==> src/hdl/msort_pkg.sv <==
// ----------------------------------------------------------------------------
// msort_pkg
// Shared types and constants for the merge sort engine: data width, the
// controller-to-datapath command set and the datapath status bundle.
// ----------------------------------------------------------------------------
package msort_pkg;

  localparam int DATA_W = 32;

  typedef enum logic [3:0] {
    OP_NONE,
    OP_LOAD,
    OP_RUN_INIT,
    OP_PRIME,
    OP_STEP,
    OP_ADVANCE,
    OP_EMIT_RD,
    OP_EMIT_LOAD,
    OP_EMIT_NEXT
  } op_t;

  typedef struct packed {
    op_t op;
  } cmd_t;

  typedef struct packed {
    logic single;       // fewer than two elements held
    logic run_end;      // current merge step writes the last slot of the run
    logic more_runs;    // another run follows in this pass
    logic more_passes;  // another pass follows this one
    logic emit_last;    // element being emitted is the final one
  } status_t;

endpackage

==> src/hdl/msort_ram.sv <==
// ----------------------------------------------------------------------------
// msort_ram
// Generic single-write, single-read RAM with registered read data.
// ----------------------------------------------------------------------------
module msort_ram #(
  parameter int WIDTH = 32,
  parameter int DEPTH = 64
) (
  input  logic                     clk,
  input  logic                     we,
  input  logic [$clog2(DEPTH)-1:0] waddr,
  input  logic [WIDTH-1:0]         wdata,
  input  logic [$clog2(DEPTH)-1:0] raddr,
  output logic [WIDTH-1:0]         rdata
);

  logic [WIDTH-1:0] mem [DEPTH];

  always_ff @(posedge clk) begin
    if (we) begin
      mem[waddr] <= wdata;
    end
    rdata <= mem[raddr];
  end

endmodule

==> src/hdl/msort_dp.sv <==
// ----------------------------------------------------------------------------
// msort_dp
// Datapath: two ping-pong element memories, run and pass counters, the
// merge compare and the output register.
// ----------------------------------------------------------------------------
module msort_dp #(
  parameter int MAX_COUNT = 64
) (
  input  logic                          clk,
  input  logic                          rst,
  input  msort_pkg::cmd_t               cmd,
  output msort_pkg::status_t            status,
  input  logic [msort_pkg::DATA_W-1:0]  in_value,
  input  logic                          in_last,
  output logic [msort_pkg::DATA_W-1:0]  out_value,
  output logic                          out_last,
  output logic                          out_dropped
);

  localparam int AW = (MAX_COUNT > 1) ? $clog2(MAX_COUNT) : 1;
  localparam int CW = $clog2(MAX_COUNT + 1);
  localparam int SW = CW + 2;

  typedef logic [msort_pkg::DATA_W-1:0] word_t;

  // Load and emit bookkeeping
  logic [CW-1:0] count;
  logic [CW-1:0] n;
  logic [CW-1:0] k;
  logic          overflow;
  logic          src_sel;

  // Merge bookkeeping
  logic [SW-1:0] lo, w, mid, hi, ia, ib, o;
  word_t         head_a, head_b;
  logic          pend_b;

  // Memories
  logic          we0, we1;
  logic [AW-1:0] waddr0, raddr;
  word_t         wdata0, rd0, rd1, rdata;

  logic          full;
  logic [SW-1:0] n_w, lo_w, lo_2w, mid_c, hi_c, ia_inc, ib_inc;
  logic [CW-1:0] k_inc;
  word_t         ha, hb, win;
  logic          a_ok, b_ok, take_a;

  assign full   = (count == CW'(MAX_COUNT));
  assign n_w    = SW'(n);
  assign lo_w   = lo + w;
  assign lo_2w  = lo + (w << 1);
  assign mid_c  = (lo_w > n_w) ? n_w : lo_w;
  assign hi_c   = (lo_2w > n_w) ? n_w : lo_2w;
  assign ia_inc = ia + SW'(1);
  assign ib_inc = ib + SW'(1);
  assign k_inc  = k + CW'(1);

  assign rdata  = src_sel ? rd1 : rd0;
  // The read data holds whichever head was refilled last cycle
  assign ha     = pend_b ? head_a : rdata;
  assign hb     = pend_b ? rdata : head_b;
  assign a_ok   = (ia < mid);
  assign b_ok   = (ib < hi);
  assign take_a = a_ok && (!b_ok || ($signed(ha) <= $signed(hb)));
  assign win    = take_a ? ha : hb;

  always_comb begin
    case (cmd.op)
      msort_pkg::OP_RUN_INIT:  raddr = lo[AW-1:0];
      msort_pkg::OP_PRIME:     raddr = ib[AW-1:0];
      msort_pkg::OP_STEP:      raddr = take_a ? ia_inc[AW-1:0] : ib_inc[AW-1:0];
      msort_pkg::OP_EMIT_NEXT: raddr = k_inc[AW-1:0];
      default:                 raddr = k[AW-1:0];
    endcase
  end

  assign we0    = ((cmd.op == msort_pkg::OP_LOAD) && !full) ||
                  ((cmd.op == msort_pkg::OP_STEP) && src_sel);
  assign we1    = (cmd.op == msort_pkg::OP_STEP) && !src_sel;
  assign waddr0 = (cmd.op == msort_pkg::OP_LOAD) ? count[AW-1:0] : o[AW-1:0];
  assign wdata0 = (cmd.op == msort_pkg::OP_LOAD) ? in_value : win;

  msort_ram #(.WIDTH(msort_pkg::DATA_W), .DEPTH(MAX_COUNT)) u_mem0 (
    .clk   (clk),
    .we    (we0),
    .waddr (waddr0),
    .wdata (wdata0),
    .raddr (raddr),
    .rdata (rd0)
  );

  msort_ram #(.WIDTH(msort_pkg::DATA_W), .DEPTH(MAX_COUNT)) u_mem1 (
    .clk   (clk),
    .we    (we1),
    .waddr (o[AW-1:0]),
    .wdata (win),
    .raddr (raddr),
    .rdata (rd1)
  );

  assign status.single      = (n < CW'(2));
  assign status.run_end     = ((o + SW'(1)) == hi);
  assign status.more_runs   = (lo_2w < n_w);
  assign status.more_passes = ((w << 1) < n_w);
  assign status.emit_last   = (k_inc == n);

  always_ff @(posedge clk) begin
    if (rst) begin
      count    <= '0;
      overflow <= 1'b0;
    end else begin
      case (cmd.op)
        msort_pkg::OP_LOAD: begin
          if (!full) begin
            count <= count + CW'(1);
          end else begin
            overflow <= 1'b1;
          end
        end
        msort_pkg::OP_EMIT_NEXT: begin
          if (k_inc == n) begin
            count    <= '0;
            overflow <= 1'b0;
          end
        end
        default: begin
          count <= count;
        end
      endcase
    end
  end

  always_ff @(posedge clk) begin
    case (cmd.op)
      msort_pkg::OP_LOAD: begin
        if (in_last) begin
          n       <= full ? count : count + CW'(1);
          w       <= SW'(1);
          lo      <= '0;
          k       <= '0;
          src_sel <= 1'b0;
        end
      end
      msort_pkg::OP_RUN_INIT: begin
        ia  <= lo;
        ib  <= mid_c;
        mid <= mid_c;
        hi  <= hi_c;
        o   <= lo;
      end
      msort_pkg::OP_PRIME: begin
        head_a <= rdata;
        pend_b <= 1'b1;
      end
      msort_pkg::OP_STEP: begin
        head_a <= ha;
        head_b <= hb;
        pend_b <= !take_a;
        o      <= o + SW'(1);
        if (take_a) begin
          ia <= ia_inc;
        end else begin
          ib <= ib_inc;
        end
      end
      msort_pkg::OP_ADVANCE: begin
        if (lo_2w < n_w) begin
          lo <= lo_2w;
        end else begin
          lo      <= '0;
          w       <= w << 1;
          src_sel <= !src_sel;
        end
      end
      msort_pkg::OP_EMIT_LOAD: begin
        out_value   <= rdata;
        out_last    <= (k_inc == n);
        out_dropped <= (k_inc == n) && overflow;
      end
      msort_pkg::OP_EMIT_NEXT: begin
        k <= k_inc;
      end
      default: begin
        k <= k;
      end
    endcase
  end

endmodule

==> config.mk <==
export PLATFORM = sky130hd
export DESIGN_NAME = msort_dp
export DESIGN_NICKNAME = d
export VERILOG_FILES = /design/src/hdl/msort_pkg.sv /design/src/hdl/msort_ram.sv /design/src/hdl/msort_dp.sv
export SDC_FILE = /design/constraint.sdc
export NUM_CORES = 2
export LEC_CHECK = 0
export ABC_AREA = 0
export BUFFER_PORTS_ARGS = -buffer_cell sky130_fd_sc_hd__buf_2
export CAP_MARGIN = 20
export CORE_MARGIN = 5
export CORE_UTILIZATION = 40
export DETAILED_ROUTE_END_ITERATION = 16
export MAX_ROUTING_LAYER = met4
export PLACE_DENSITY = 0.53
export SKIP_CTS_REPAIR_TIMING = 1
export SLEW_MARGIN = 20
export SYNTH_ARGS = -nofsm -noshare
export SYNTH_HDL_FRONTEND = slang
export SYNTH_SLANG_ARGS = --single-unit
==> constraint.sdc <==
create_clock -name clk -period 11.09 [get_ports clk]
set_clock_uncertainty 0.05 [all_clocks]
set_input_delay 0.5545 -clock clk [delete_from_list [all_inputs] [get_ports clk]]
set_output_delay 0.5545 -clock clk [all_outputs]
set_load 0.05 [all_outputs]
==> flow_summary.rst <==
.. list-table::
   :header-rows: 1

   * - Metric
     - Value
   * - Number of sinks handled by clock tree synthesis
     - 4344
   * - Placed Cells incl. Taps
     - 17458
   * - Top layer reached by signal wires
     - met4
   * - Internal power contribution
     - 33.1 mW
   * - Inserted Clock Buffers
     - 454
   * - Post-Route M1 WL
     - 243000 um
   * - Grt total ovfl
     - 0
   * - Clk Tree Root Cell
     - clkbuf_16
   * - Netlist area before placement
     - 174000 sq um
   * - Post-synthesis sequential element count
     - 4344
   * - Slew Limit Fails
     - 0
   * - Number of nets in the layout
     - 12310
   * - Power consumption
     - 49.8 mW
   * - Cell breakdown of the critical path
     - buf_4 -> mux2i_1 -> inv_1 -> mux2_2 -> ha_1 -> nand4_1 -> nor4_2 -> nor2b_1 -> o31a_1 -> a2111oi_4 -> nor3_4 -> buf_4 -> mux2i_4 -> buf_4 -> buf_12 -> buf_4 -> mux2i_1 -> a32oi_1 -> and4_1 -> a211oi_1 -> nand4_1
   * - Fraction of the core area covered by cells at the end of the flow
     - 45.5%
   * - CORE AREA
     - 435000 sq um
   * - Outcome
     - complete, but fails checks
   * - Fraction of power consumed by combinational cells
     - 26.1%
   * - Sw power
     - 16.8 mW
   * - Most Frequent Cell on Critical Path
     - buf_4
   * - Endpoint required time on the critical path
     - 11.85 ns
   * - Layout overhead on the synthesized area
     - 13.5%
   * - Fraction of registers with async set or reset after synthesis
     - 0%
   * - Arrival time at the worst endpoint
     - 9.81 ns
   * - Netlist cell types
     - 81
   * - Setup Crit Path Kind
     - register to register
   * - Post-detailed-route count of antenna-violating nets
     - 0
   * - Number of endpoints with negative hold slack in the final report
     - 0
   * - Critical Path Max Stage Delay
     - 1.07 ns
   * - VDD IR-drop max
     - 0.253 mV
   * - Cell type with the largest total area after synthesis
     - edfxtp_1
   * - All-Layer GR Usage
     - 26.7%
   * - Via count of the first global-routing pass
     - 103410
   * - Cell at the slowest stage of the critical path
     - edfxtp_1
   * - DR WL met2
     - 280000 um
   * - Final Cell Area
     - 198000 sq um
   * - TritonCTS clock tree
     - built
   * - Crit end category
     - register
   * - Sequential-to-total area share from yosys stat
     - 74.4%
   * - Clock transition at the registers of the reported paths
     - 0.06 ns
   * - Die Footprint
     - 449000 sq um
   * - Die H
     - 670 um
   * - Placed Instance Area
     - 183000 sq um
   * - Post-Syn Instances
     - 12051
   * - Final Worst Setup Slack
     - 2.04 ns
   * - Post-Route Hold Slack
     - 0.0828 ns
   * - Final worst path period need
     - 9.05 ns
   * - Setup crit start kind
     - register
   * - Leakage power
     - 67.4 nW
   * - Maxcap violations
     - 0
   * - Largest net degree at the start of global routing
     - 171
   * - Initial antenna violation count
     - 33
   * - Share of final-layout standard cells stronger than drive strength 1
     - 10.9%
   * - Routability-driven placement congestion ratio
     - 0.897
   * - Post-synthesis average cell area
     - 14.5 sq um
   * - First-pass GRT wire length
     - 831000 um
   * - Power per Cell Area
     - 252 nW/um^2
   * - Non-filler instance count after layout
     - 18327
   * - Worst Path Max Fanout
     - 123
   * - Type of the tightest min-delay check
     - input pin to register
   * - Pre-CTS setup slack
     - 2.17 ns
   * - Summed negative setup slack over all endpoints
     - 0 ns
   * - FP Rows
     - 242
   * - Final setup violation count
     - 0
   * - Area share of the largest cell type after synthesis
     - 73.6%
   * - Synth Flop Type
     - edfxtp_1
   * - Routed wire length per instance
     - 33.0 um
   * - Starting density of the core
     - 40.1%
   * - DRC
     - 2
   * - YS warnings
     - 0
   * - Upper clock frequency limit
     - 0.111 GHz
   * - Number of buffers added on ports
     - 77
   * - Num ports
     - 78
   * - Failing checks
     - DRC
   * - Relative contribution of the clock network to total power
     - 30.2%
   * - Final Routed Wirelength
     - 604000 um
   * - Leading cell types by total area after synthesis
     - edfxtp_1 (74%), mux2i_1 (5.9%), nand2_1 (5.5%)
   * - Number of vias per cell
     - 5.98
   * - RSZ-0062 raised after global routing
     - no
   * - EDFF count, synth
     - 4272
   * - Final Cycle Share
     - 81.6%
   * - Met3 wirelength from detailed routing
     - 54700 um
   * - Via count
     - 109653
   * - Sequential group share of total power
     - 43.8%
   * - Die Span X
     - 670 um
   * - Clk Latency, worst-skew pair
     - 1.02 ns
   * - Detailed router's first-iteration violation count
     - 14515
   * - Maximum buffer depth of the clock tree
     - 4
   * - Relative slew margins
     - 13.1%
   * - Detailed placer's ending HPWL
     - 340000 um
   * - H-tree depth reported by CTS
     - 5
   * - Slew at the pin with the worst max-slew slack
     - 1.30 ns
   * - First-pass iteration count of the detailed router
     - 14
   * - Switch share
     - 33.7%
==> routing by layer <==
layer  global-route usage [%]  vias up
li1                         -    46051
met1                     35.4    56820
met2                     41.3     5651
met3                     4.69     1131
met4                     10.1        0
met5                        -        -
==> synth_stat cells (all sizes together), types with 11 or more instances <==
library cell,count
inv,107
nor3,14
mux2i,1022
nand4,244
and2,17
o2111ai,24
o211a,18
or4,38
nand3,935
a31oi,48
o22ai,32
nand2b,11
a32oi,227
a31o,20
o211ai,13
a21boi,23
nand2,2554
nor2b,15
a211o,22
o221ai,30
o31ai,25
a21oi,438
edfxtp,4272
mux2,80
a22oi,37
a221oi,124
buf,457
a221o,38
a2111oi,21
clkbuf,306
xor2,23
and4,20
o21ai,157
xnor2,38
ha,87
dfxtp,72
and3,40
nor2,256
a211oi,51
==> worst paths after layout <==
| check | from | to | slack (ns) | cells past startpoint |
|---|---|---|---|---|
| worst min-delay path | in_last | n[1]$_DFFE_PP_ | 0.08 | 3 |
| worst max register to register | src_sel$_SDFFCE_PN0P_ | u_mem1.rdata[12]$_DFF_P_ | 2.04 | 21 |
| worst max-delay path | src_sel$_SDFFCE_PN0P_ | u_mem1.rdata[12]$_DFF_P_ | 2.04 | 21 |
| worst min register to register | overflow$_SDFFE_PP0P_ | overflow$_SDFFE_PP0P_ | 0.44 | 2 |
==> flip-flops by register name, indices dropped and copies added, names as in the netlist, 7 cells and up <==
register,flops
ib,9
head_a,32
hi,9
out_value,32
ia,9
count,7
u_mem1.mem,2048
mid,9
w,9
head_b,32
u_mem1.rdata,32
lo,8
o,9
n,7
u_mem0.rdata,32
k,7
u_mem0.mem,2048
==> critical path: cells and delay by family (launching register included) <==
family / cells / cell delay, ns
AOI/OAI and AO/OA: 4 / 1.37
muxes: 4 / 1.59
DFF: 1 / 1.07
buffers and inverters: 6 / 2.33
adders and majority gates: 1 / 0.32
and+or+nand+nor: 6 / 1.95
==> power groups by stage <==
stage | registers, mW | clock network, mW | logic, mW
after floorplan | 21.9 | 0 | 7.59
final | 21.8 | 15.0 | 13.0
after global routing | 21.8 | 15.9 | 13.8
after global placement | 22.1 | 0 | 12.5
after CTS | 21.8 | 15.2 | 12.8
after detailed placement | 22.1 | 0 | 12.8
==> placed cells by master, fill, tap and decap left out, types with 122 or more instances in the layout <==
| master | Yosys | layout |
|---|---|---|
| a32oi_1 | 227 | 227 |
| nor2_4 | 2 | 132 |
| nand4_1 | 243 | 243 |
| a221oi_1 | 124 | 124 |
| mux2i_1 | 1020 | 1018 |
| nand3_1 | 935 | 932 |
| nand2_1 | 2554 | 2547 |
| nor2_1 | 253 | 122 |
| buf_4 | 53 | 317 |
| clkbuf_1 | 306 | 126 |
| edfxtp_1 | 4272 | 4272 |
| clkbuf_16 | 0 | 463 |
| a21oi_1 | 438 | 438 |
==> layout make-up <==
class                           instances  area, sq um
Fill cell                           37655       237000
Timing Repair Buffer                  433         3540
Clock buffer                          629        12600
Clock inverter                        218         1980
Tap cell                             5734         7170
Multi-Input combinational cell       6842        42400
Antenna cell                           20         50.0
Sequential cell                      4344       130000
Inverter                              107          402
==> cells by family (layout without fill, tap and decap cells) <==
| logic type | after synthesis | count (layout) | synth area share, % |
|---|---|---|---|
| other | 1 | 26 | 0.00215 |
| muxes | 1102 | 1102 | 6.40 |
| buffers and inverters | 870 | 1387 | 2.23 |
| adders and majority gates | 90 | 90 | 0.653 |
| xor gates and xnor gates | 61 | 61 | 0.306 |
| AOI/OAI and AO/OA | 1407 | 1407 | 5.63 |
| and+or+nand+nor | 4176 | 4176 | 10.4 |
| DFF | 4344 | 4344 | 74.4 |
No activity file was read; power rests on OpenSTA's default activity.
