File: config.mk
export PLATFORM = sky130hd
export DESIGN_NAME = msort_ctrl
export DESIGN_NICKNAME = d
export VERILOG_FILES = /design/src/hdl/msort_pkg.sv /design/src/hdl/msort_ctrl.sv
export SDC_FILE = /design/constraint.sdc
export NUM_CORES = 1
export LEC_CHECK = 0
export BUFFER_PORTS_ARGS = -buffer_cell sky130_fd_sc_hd__buf_2
export CORE_AREA = 3 3 40 42
export DETAILED_ROUTE_END_ITERATION = 8
export DIE_AREA = 0 0 43 45
export PLACE_DENSITY = 0.6
export SLEW_MARGIN = 15
export SYNTH_ARGS = -nofsm -noshare
export SYNTH_HDL_FRONTEND = slang
export SYNTH_SLANG_ARGS = --single-unit
File: constraint.sdc
create_clock -name clk -period 1.25 [get_ports clk]
set_input_delay 0.1875 -clock clk [delete_from_list [all_inputs] [get_ports clk]]
set_output_delay 0.1875 -clock clk [all_outputs]
set_load 0.01 [all_outputs]
File: src/hdl/msort_pkg.sv
// ----------------------------------------------------------------------------
// msort_pkg
// Shared types and constants for the merge sort engine: data width, the
// controller-to-datapath command set and the datapath status bundle.
// ----------------------------------------------------------------------------
package msort_pkg;

  localparam int DATA_W = 32;

  typedef enum logic [3:0] {
    OP_NONE,
    OP_LOAD,
    OP_RUN_INIT,
    OP_PRIME,
    OP_STEP,
    OP_ADVANCE,
    OP_EMIT_RD,
    OP_EMIT_LOAD,
    OP_EMIT_NEXT
  } op_t;

  typedef struct packed {
    op_t op;
  } cmd_t;

  typedef struct packed {
    logic single;       // fewer than two elements held
    logic run_end;      // current merge step writes the last slot of the run
    logic more_runs;    // another run follows in this pass
    logic more_passes;  // another pass follows this one
    logic emit_last;    // element being emitted is the final one
  } status_t;

endpackage

File: src/hdl/msort_ctrl.sv
// ----------------------------------------------------------------------------
// msort_ctrl
// Sequencer for the merge sort engine: load, bottom-up merge passes and
// emission, issuing one command per cycle to the datapath.
// ----------------------------------------------------------------------------
module msort_ctrl (
  input  logic                clk,
  input  logic                rst,
  input  logic                s_tvalid,
  input  logic                s_tlast,
  output logic                s_tready,
  output logic                m_tvalid,
  input  logic                m_tready,
  input  msort_pkg::status_t  status,
  output msort_pkg::cmd_t     cmd
);

  typedef enum logic [3:0] {
    S_LOAD,
    S_START,
    S_RUN_INIT,
    S_PRIME,
    S_STEP,
    S_ADV,
    S_EMIT_RD,
    S_EMIT_LOAD,
    S_EMIT_WAIT
  } state_t;

  state_t state;

  assign s_tready = (state == S_LOAD);

  always_comb begin
    cmd.op = msort_pkg::OP_NONE;
    case (state)
      S_LOAD:      cmd.op = s_tvalid ? msort_pkg::OP_LOAD : msort_pkg::OP_NONE;
      S_START:     cmd.op = msort_pkg::OP_NONE;
      S_RUN_INIT:  cmd.op = msort_pkg::OP_RUN_INIT;
      S_PRIME:     cmd.op = msort_pkg::OP_PRIME;
      S_STEP:      cmd.op = msort_pkg::OP_STEP;
      S_ADV:       cmd.op = msort_pkg::OP_ADVANCE;
      S_EMIT_RD:   cmd.op = msort_pkg::OP_EMIT_RD;
      S_EMIT_LOAD: cmd.op = msort_pkg::OP_EMIT_LOAD;
      S_EMIT_WAIT: cmd.op = m_tready ? msort_pkg::OP_EMIT_NEXT : msort_pkg::OP_NONE;
      default:     cmd.op = msort_pkg::OP_NONE;
    endcase
  end

  always_ff @(posedge clk) begin
    if (rst) begin
      state    <= S_LOAD;
      m_tvalid <= 1'b0;
    end else begin
      case (state)
        S_LOAD: begin
          if (s_tvalid && s_tlast) begin
            state <= S_START;
          end
        end
        S_START: begin
          state <= status.single ? S_EMIT_RD : S_RUN_INIT;
        end
        S_RUN_INIT: state <= S_PRIME;
        S_PRIME:    state <= S_STEP;
        S_STEP: begin
          if (status.run_end) begin
            state <= S_ADV;
          end
        end
        S_ADV: begin
          state <= (status.more_runs || status.more_passes) ? S_RUN_INIT : S_EMIT_RD;
        end
        S_EMIT_RD: state <= S_EMIT_LOAD;
        S_EMIT_LOAD: begin
          state    <= S_EMIT_WAIT;
          m_tvalid <= 1'b1;
        end
        S_EMIT_WAIT: begin
          if (m_tready) begin
            m_tvalid <= 1'b0;
            state    <= status.emit_last ? S_LOAD : S_EMIT_LOAD;
          end
        end
        default: begin
          state    <= S_LOAD;
          m_tvalid <= 1'b0;
        end
      endcase
    end
  end

endmodule

==> results.txt, run 1 <==
----------------------------------------------------
[Synthesis]
  Average footprint of a synthesized cell ... 7.81 um^2
  Synthesized cell area ... around 350 um^2
  Sequential cell area fraction in the yosys report ... 28.5%
  Unique masters post-synth ... 26
  Flops & latches, synth ... 5
  Count of warnings emitted by yosys ... 0
  Syn Nets ... 55
  Synth Instances ... 45

[Clock network]
  CTS tree ... yes
  Number of clock buffers inserted by TritonCTS ... 3
  Cell chosen for the clock root ... sky130_fd_sc_hd__clkbuf_4
  Source-to-sink clock delay at the later pin of the worst-skew pair ... ~0.24 ns
  Clock edge transition at the registers on the reported setup and hold paths ... roughly 0.05 ns
  CTS sink cnt ... 5
  Worst-case clock buffer depth ... 2
  CTS H-tree lvls ... 1

[STA]
  Fmax ... just over 0.7 GHz
  Post-route worst hold slack ... 0.141 ns
  Final Critical Period ... between 1 and 1.5 ns
  Final critical-path share of the clock period ... 111%
  Setup repair after global routing missed its margin ... true
  Worst-case clock skew ... 0.00278 ns
  Final critical-path setup slack ... -0.140 ns
  Final hold vios ... 0
  Final setup violation count ... 3
  Slew of the pin with the lowest slew margin ... 0.233 ns
  Max-slew violation total from the final report ... 0
  Max-slew headroom ... 84.3%

[Critical path]
  WP data required ... about 1.1 ns
  Nature of the critical path startpoint ... flip-flop
  Cell-by-cell listing of the critical path ... buf_6 > buf_6 > nor2_4 > nand3b_1 > a21oi_2 > buf_2
  CP max-delay cell ... sky130_fd_sc_hd__dfxtp_2
  Maximum single-stage delay on the critical path ... 0.32 ns
  Startpoint of the most critical register-to-register path ... state[1]$_SDFFE_PP0P_
  Endpoint of the lowest-slack register-to-register path ... state[0]$_SDFFE_PP0P_
  Highest fanout seen on the critical path ... 4
  Worst Reg2Reg Path Length in Cells ... 6
  Arr. time, crit path ... 1.20 ns
  Internal reg-to-reg setup slack ... 0 ns
  Crit Path Category ... reg -> out
  CP endpoint kind ... output pin
  Critical Path Most Common Cell ... sky130_fd_sc_hd__buf_6

[Power]
  Total power per unit cell area ... slightly above 2000 mW/mm^2
  Sw power ... 479 uW
  Relative contribution of sequential cells to total power ... between 20% and 30%
  Clock power share ... between 10 and 15%
  Combinational Power Share ... 64.6%
  Worst voltage drop across the vdd grid ... 774 uV
  Switching portion of total power ... between 30% and 40%
  Internal power ... 784 uW
  Leakage power summed over all cells ... 0.000289 uW

[Floorplan]
  Number of placement rows ... 13
  Die boundary width ... between 40 and 50 um
  Top Ports ... 16
  Die Footprint ... 0.00194 mm^2
  Core area ... 0.00128 mm^2
  Starting density of the core ... 27.4%
  DIE HEIGHT ... 45 um

[Placement]
  Final weighted congestion in routability-driven placement ... 0.747
  DP HPWL ... 736 um
  Dpl cells ... 83
  Count of port buffers added during placement ... 15

[Cells and area]
  Net count of the finished layout ... 84
  Antenna Cells ... 0
  Fraction of layout instances using a drive strength above 1 ... 60.3%
  Final Instance Count excl. Fillers ... 88
  Fill cells ... 133
  Layout-stage area growth over the synthesis result ... 73.3%
  Register cell area after layout ... ~110 um^2
  Footprint of the multi-input gates ... 262 um^2

[Global route]
  All-Layer GR Usage ... between 10% and 20%
  Via count of the first global-routing pass ... 420
  Initial antenna violation count ... 0
  Maximum number of pins on one net before global-route repair ... 12
  Total global routing overflow ... 0
  Wire length of the first global-routing pass ... between 1.5 and 2 mm

[Route]
  Wirelength per Cell ... 10.9 um
  Post-detailed-route DRC marker count ... 0
  Remaining antenna violation count ... 0
  First-iteration detailed-routing DRC count ... 2
  Post-detailed-route via-to-cell ratio ... 4.84
  Routed wire length ... around 960 um
  First-pass detailed-route iteration total ... 2
  Vias ... 426

[Hold path]
  Worst hold path stage count ... 2
  Source of the worst hold timing path ... rst
  Worst min-delay path endpoint ... state[3]$_SDFFE_PP0P_
  Hold/Removal Path Class ... in -> reg

[Outcome]
  Failing checks ... negative setup slack
  Outcome ... finished, violations left

[Flow run]
  Reported max-cap violation count ... 0

----------------------------------------------------
## state kept, by name, summed over array words and instances, names as in the netlist
register / cells
state: 4
m_tvalid: 1
## power groups by stage
stage | logic, uW | registers, uW | clock network, uW
3_5_place_dp | 684 | 252 | 0
6_report | 816 | 268 | 179
2_1_floorplan | 406 | 227 | 0
3_3_place_gp | 685 | 253 | 0
4_1_cts | 795 | 267 | 188
5_1_grt | 893 | 274 | 199
## worst max-delay path, delay by kind of cell, from the launching register on
kind | cells | cell delay [ns]
compound gates | 1 | 0.11
buf+inv | 3 | 0.37
flops | 1 | 0.32
simple gates | 2 | 0.17
## final cells by class
type / count / share of cell area (%)
clock buffers: 3 / 3.70
clock inverters: 1 / 0.821
inverters: 2 / 1.23
multi-input cells: 34 / 42.9
flip-flops and latches: 5 / 18.1
well taps: 15 / 3.08
repair buffers: 28 / 30.2
## worst max-delay path by stage
stage,startpoint,to,cells after the start
after global routing,state[1]$_SDFFE_PP0P_,cmd[0],6
final,state[1]$_SDFFE_PP0P_,cmd[0],6
after CTS,state[1]$_SDFFE_PP0P_,s_tready,4
after detailed placement,state[1]$_SDFFE_PP0P_,state[2]$_SDFFE_PP0P_,3
after global placement,state[1]$_SDFFE_PP0P_,state[2]$_SDFFE_PP0P_,3
after floorplan,state[1]$_SDFFE_PP0P_,state[2]$_SDFFE_PP0P_,3
## cells in the mapped netlist
cell type / count / area [um^2]
sky130_fd_sc_hd__nor2b_1: 3 / 18.8
sky130_fd_sc_hd__o311a_1: 1 / 10.0
sky130_fd_sc_hd__o31a_1: 1 / 8.76
sky130_fd_sc_hd__nor4_1: 2 / 12.5
sky130_fd_sc_hd__nor3_1: 1 / 5.00
sky130_fd_sc_hd__nand2_1: 2 / 7.51
sky130_fd_sc_hd__nor3_2: 1 / 10.0
sky130_fd_sc_hd__and3b_1: 1 / 8.76
sky130_fd_sc_hd__a2bb2oi_1: 1 / 8.76
sky130_fd_sc_hd__a211oi_2: 1 / 12.5
sky130_fd_sc_hd__or3_1: 1 / 6.26
sky130_fd_sc_hd__nand3_1: 1 / 5.00
sky130_fd_sc_hd__a31oi_1: 1 / 6.26
sky130_fd_sc_hd__nand3b_1: 2 / 15.0
sky130_fd_sc_hd__and2_1: 1 / 6.26
sky130_fd_sc_hd__a32o_1: 1 / 10.0
sky130_fd_sc_hd__nor2_1: 3 / 11.3
sky130_fd_sc_hd__a21oi_1: 4 / 20.0
sky130_fd_sc_hd__buf_2: 4 / 20.0
sky130_fd_sc_hd__o41ai_1: 1 / 8.76
sky130_fd_sc_hd__dfxtp_1: 5 / 100
sky130_fd_sc_hd__o21ai_0: 2 / 10.0
sky130_fd_sc_hd__inv_1: 2 / 7.51
sky130_fd_sc_hd__nor3b_1: 1 / 7.51
sky130_fd_sc_hd__xnor2_1: 1 / 8.76
sky130_fd_sc_hd__and3_1: 1 / 6.26
## routing by layer
layer  wire length [um]  track usage [%]  part of all wire, %  up-vias
li1                   -                -                    -      223
met1                433             12.8                   45      188
met2                445             18.6                   46       15
met3                 78             5.58                  8.2        0
met4                  0             1.20                    0        0
met5                  0                0                    0        -
## logic make-up (layout without fill, tap and decap cells)
kind of cell              count (synthesis)  after routing  share of synthesized area [%]
and+or+nand+nor                          20             20                           34.2
DFF                                       5              5                           28.5
buffers and inverters                     6             34                           7.83
AOI/OAI and AO/OA                        13             13                           27.0
xor gates and xnor gates                  1              1                           2.49
## timing repair
action                                  4_1_cts  5_1_grt
hold buffers                                  0        0
endpoints found under the setup margin        6        9
pin swaps                                     6        3
setup buffers                                 1        0
resized for setup                            10        6
## through the flow
stage          total power [uW]  setup slack [ns]  setup TNS [ns]  utilization (%)  instance area (um^2)
2_1_floorplan               633            0.0322               0                -                   358
3_3_place_gp                938           0.00664               0             40.6                   522
3_5_place_dp                936          -0.00293        -0.00293             40.6                   522
4_1_cts                    1250            -0.166          -0.491             45.7                   587
5_1_grt                    1370            -0.218          -0.743             47.4                   609
6_report                   1260            -0.140          -0.317             47.4                   609
## cell usage in the layout, fill, tap and decap left out, types with 2 or more instances in the layout
master / synthesis / routed
sky130_fd_sc_hd__inv_1: 2 / 2
sky130_fd_sc_hd__dfxtp_4: 0 / 2
sky130_fd_sc_hd__clkbuf_4: 0 / 3
sky130_fd_sc_hd__nor2b_1: 3 / 2
sky130_fd_sc_hd__buf_4: 0 / 10
sky130_fd_sc_hd__a21oi_1: 4 / 3
sky130_fd_sc_hd__nor2_1: 3 / 2
sky130_fd_sc_hd__buf_2: 4 / 15
sky130_fd_sc_hd__nand2_1: 2 / 2
sky130_fd_sc_hd__nand3b_1: 2 / 2
sky130_fd_sc_hd__dfxtp_2: 0 / 2
sky130_fd_sc_hd__o21ai_0: 2 / 2
sky130_fd_sc_hd__buf_6: 0 / 3
Note: power is estimated with default switching activity, not from simulation.
==> run 2: changes to the inputs <==
--- a/config.mk
+++ b/config.mk
@@ -6,10 +6,13 @@
 export NUM_CORES = 1
 export LEC_CHECK = 0
 export BUFFER_PORTS_ARGS = -buffer_cell sky130_fd_sc_hd__buf_2
-export CORE_AREA = 3 3 40 42
+export CELL_PAD_IN_SITES_DETAIL_PLACEMENT = 1
+export CELL_PAD_IN_SITES_GLOBAL_PLACEMENT = 2
+export CORE_MARGIN = 3
+export CORE_UTILIZATION = 20
 export DETAILED_ROUTE_END_ITERATION = 8
-export DIE_AREA = 0 0 43 45
-export PLACE_DENSITY = 0.6
+export PLACE_DENSITY = 0.77
+export SKIP_CTS_REPAIR_TIMING = 1
 export SLEW_MARGIN = 15
 export SYNTH_ARGS = -nofsm -noshare
 export SYNTH_HDL_FRONTEND = slang
==> results.txt, run 2 (synthesized netlist as in run 1, its figures left out) <==
----------------------------------------------------
[Route]
  Vias ... 435 (was 426)
  Wirelength per Cell ... 13.8 um (was 10.9 um)
  Remaining antenna violation count ... 0 (unchanged)
  Post-detailed-route via-to-cell ratio ... 4.89 (was 4.84)
  Routed wire length ... 1.23 mm (was 957 um)
  First-iteration detailed-routing DRC count ... 8 (was 2)
  Post-detailed-route DRC marker count ... 0 (unchanged)
  First-pass detailed-route iteration total ... 4 (was 2)

[STA]
  Final critical-path share of the clock period ... 110% (was 111%)
  Max-slew headroom ... 74.4% (was 84.3%)
  Post-route worst hold slack ... 0.136 ns (was 0.141 ns)
  Final Critical Period ... 1.38 ns (was 1.39 ns)
  Setup repair after global routing missed its margin ... true (unchanged)
  Max-slew violation total from the final report ... 0 (unchanged)
  Slew of the pin with the lowest slew margin ... 0.382 ns (was 0.233 ns)
  Final setup violation count ... 6 (was 3)
  Worst-case clock skew ... 0.00455 ns (was 0.00278 ns)
  Fmax ... 0.725 GHz (was 0.720 GHz)
  Final hold vios ... 0 (unchanged)
  Final critical-path setup slack ... -0.130 ns (was -0.140 ns)

[Outcome]
  Outcome ... finished, violations left (unchanged)
  Failing checks ... negative setup slack (unchanged)

[Critical path]
  Internal reg-to-reg setup slack ... -0.13 ns (was 0 ns)
  Worst Reg2Reg Path Length in Cells ... 6 (unchanged)
  CP endpoint kind ... output pin (unchanged)
  Arr. time, crit path ... 1.19 ns (was 1.20 ns)
  Highest fanout seen on the critical path ... 6 (was 4)
  Crit Path Category ... reg -> out (unchanged)
  CP endpoint ... cmd[3] (was cmd[0])
  Startpoint of the worst setup timing path ... state[1]$_SDFFE_PP0P_ (unchanged)
  Startpoint of the most critical register-to-register path ... state[1]$_SDFFE_PP0P_ (unchanged)
  WP data required ... 1.06 ns (about the same)
  Nature of the critical path startpoint ... flip-flop (unchanged)
  Endpoint of the lowest-slack register-to-register path ... state[2]$_SDFFE_PP0P_ (was state[0]$_SDFFE_PP0P_)

[Cells and area]
  Layout-stage area growth over the synthesis result ... 73.0% (was 73.3%)
  Fill cells ... 196 (was 133)
  Antenna Cells ... 0 (unchanged)
  Registers with the most flip-flops ... state x4, m_tvalid x1 (unchanged)
  Final core utilization ... 38.6% (was 47.4%)
  Net count of the finished layout ... 84 (unchanged)
  Flip-flop count of the largest register after layout ... 4 (unchanged)
  Fraction of layout instances using a drive strength above 1 ... 58.9% (was 60.3%)
  Final Instance Count excl. Fillers ... 89 (was 88)
  Final standard cell area without fillers ... 608 um^2 (was 609 um^2)
  Register bank with the most flops ... state (unchanged)
  Highest-count cells in the layout ignoring fill and taps ... sky130_fd_sc_hd__buf_2, sky130_fd_sc_hd__buf_4, sky130_fd_sc_hd__nor2_1, sky130_fd_sc_hd__a21oi_1, sky130_fd_sc_hd__clkbuf_4 (was sky130_fd_sc_hd__buf_2, sky130_fd_sc_hd__buf_4, sky130_fd_sc_hd__a21oi_1, sky130_fd_sc_hd__clkbuf_4, sky130_fd_sc_hd__buf_6)
  Most common cell after layout, fill and taps aside ... sky130_fd_sc_hd__buf_2 (unchanged)

[Clock network]
  Source-to-sink clock delay at the later pin of the worst-skew pair ... 0.25 ns (was 0.24 ns)
  Clock edge transition at the registers on the reported setup and hold paths ... 0.04 ns (was 0.05 ns)
  Number of clock buffers inserted by TritonCTS ... 3 (unchanged)
  CTS H-tree lvls ... 1 (unchanged)
  Cell chosen for the clock root ... sky130_fd_sc_hd__clkbuf_4 (unchanged)
  CTS sink cnt ... 5 (unchanged)
  Worst-case clock buffer depth ... 2 (unchanged)
  CTS tree ... yes (unchanged)

[Floorplan]
  Die Footprint ... 0.00230 mm^2 (was 0.00194 mm^2)
  Die boundary width ... 47.9 um (was 43 um)
  DIE HEIGHT ... 47.9 um (was 45 um)
  Number of placement rows ... 14 (was 13)
  Top Ports ... 16 (unchanged)
  Core area ... 0.00158 mm^2 (was 0.00128 mm^2)
  Starting density of the core ... 22.3% (was 27.4%)

[Placement]
  Final weighted congestion in routability-driven placement ... 0.755 (was 0.747)
  Total cell area at the placement stage ... 493 um^2 (was 522 um^2)
  DP HPWL ... 845 um (was 736 um)
  Dpl cells ... 80 (was 83)
  Count of port buffers added during placement ... 15 (unchanged)
  Setup WS pre-CTS ... -0.0342 ns (was -0.00293 ns)

[Global route]
  Total global routing overflow ... 0 (unchanged)
  Wire length of the first global-routing pass ... 1.66 mm (was 1.62 mm)
  Maximum number of pins on one net before global-route repair ... 12 (unchanged)
  All-Layer GR Usage ... 10.8% (was 10.9%)
  Via count of the first global-routing pass ... 387 (was 420)
  Initial antenna violation count ... 0 (unchanged)

[Flow run]
  Reported max-cap violation count ... 0 (unchanged)

[Power]
  Leakage power summed over all cells ... 0.000286 uW (was 0.000289 uW)
  Worst voltage drop across the vdd grid ... 1090 uV (was 774 uV)
  Total power per unit cell area ... 2160 mW/mm^2 (was 2070 mW/mm^2)

[Hold path]
  Hold/Removal Path Class ... in -> reg (unchanged)

----------------------------------------------------
run 2: cell count changes in the layout (fill, tap and decap cells not counted), sizes merged:
cell    before  now
clkbuf       3    4
clkinv       1    0
run 2: worst min-delay path by stage:
stage                     cells past startpoint  slack [ns]  from                     to
after floorplan                               1        0.26   rst  m_tvalid$_SDFFE_PP0P_
after global placement                        2        0.40   rst  state[3]$_SDFFE_PP0P_
after detailed placement                      2        0.40   rst  m_tvalid$_SDFFE_PP0P_
after CTS                                     2        0.13   rst  m_tvalid$_SDFFE_PP0P_
after global routing                          2        0.14   rst  m_tvalid$_SDFFE_PP0P_
final                                         2        0.14   rst  state[3]$_SDFFE_PP0P_
run 2: worst max-delay path, stage by stage (launching register included):
cell and delay, ns:
sky130_fd_sc_hd__dfxtp_2 0.32, sky130_fd_sc_hd__buf_6 0.13, sky130_fd_sc_hd__nor3_4 0.20, sky130_fd_sc_hd__and3_1 0.18, sky130_fd_sc_hd__buf_2 0.12
run 2: per-stage QoR:
stage	total power [uW]	TNS, ns
finish	1310	-0.548
global route	1430	-1.01
CTS	1100	-0.879
detailed placement	891	-0.0342
global placement	871	-0.0367
floorplan	633	0
run 2: cell type report:
cell class                 count  area (um^2)  share of cell area, %
clock buffer                   4         26.3                   4.32
sequential                     5          110                   18.1
multi-input combinational     34          264                   43.4
tap                           16         20.0                   3.29
timing repair buffer          28          180                   29.6
inverter                       2         7.51                   1.23
run 2: layer usage:
metal | global-route usage, % | wire (um) | up-vias
li1 | - | - | 223
met5 | 0 | 0 | -
met1 | 13.4 | 525 | 194
met2 | 16.1 | 592 | 16
met3 | 5.64 | 93 | 2
met4 | 3.23 | 19 | 0
run 2: report_power, final:
part           internal [uW]  switching [uW]
clock network            121            69.4
registers                216             102
logic                    450             352
total                    788             523
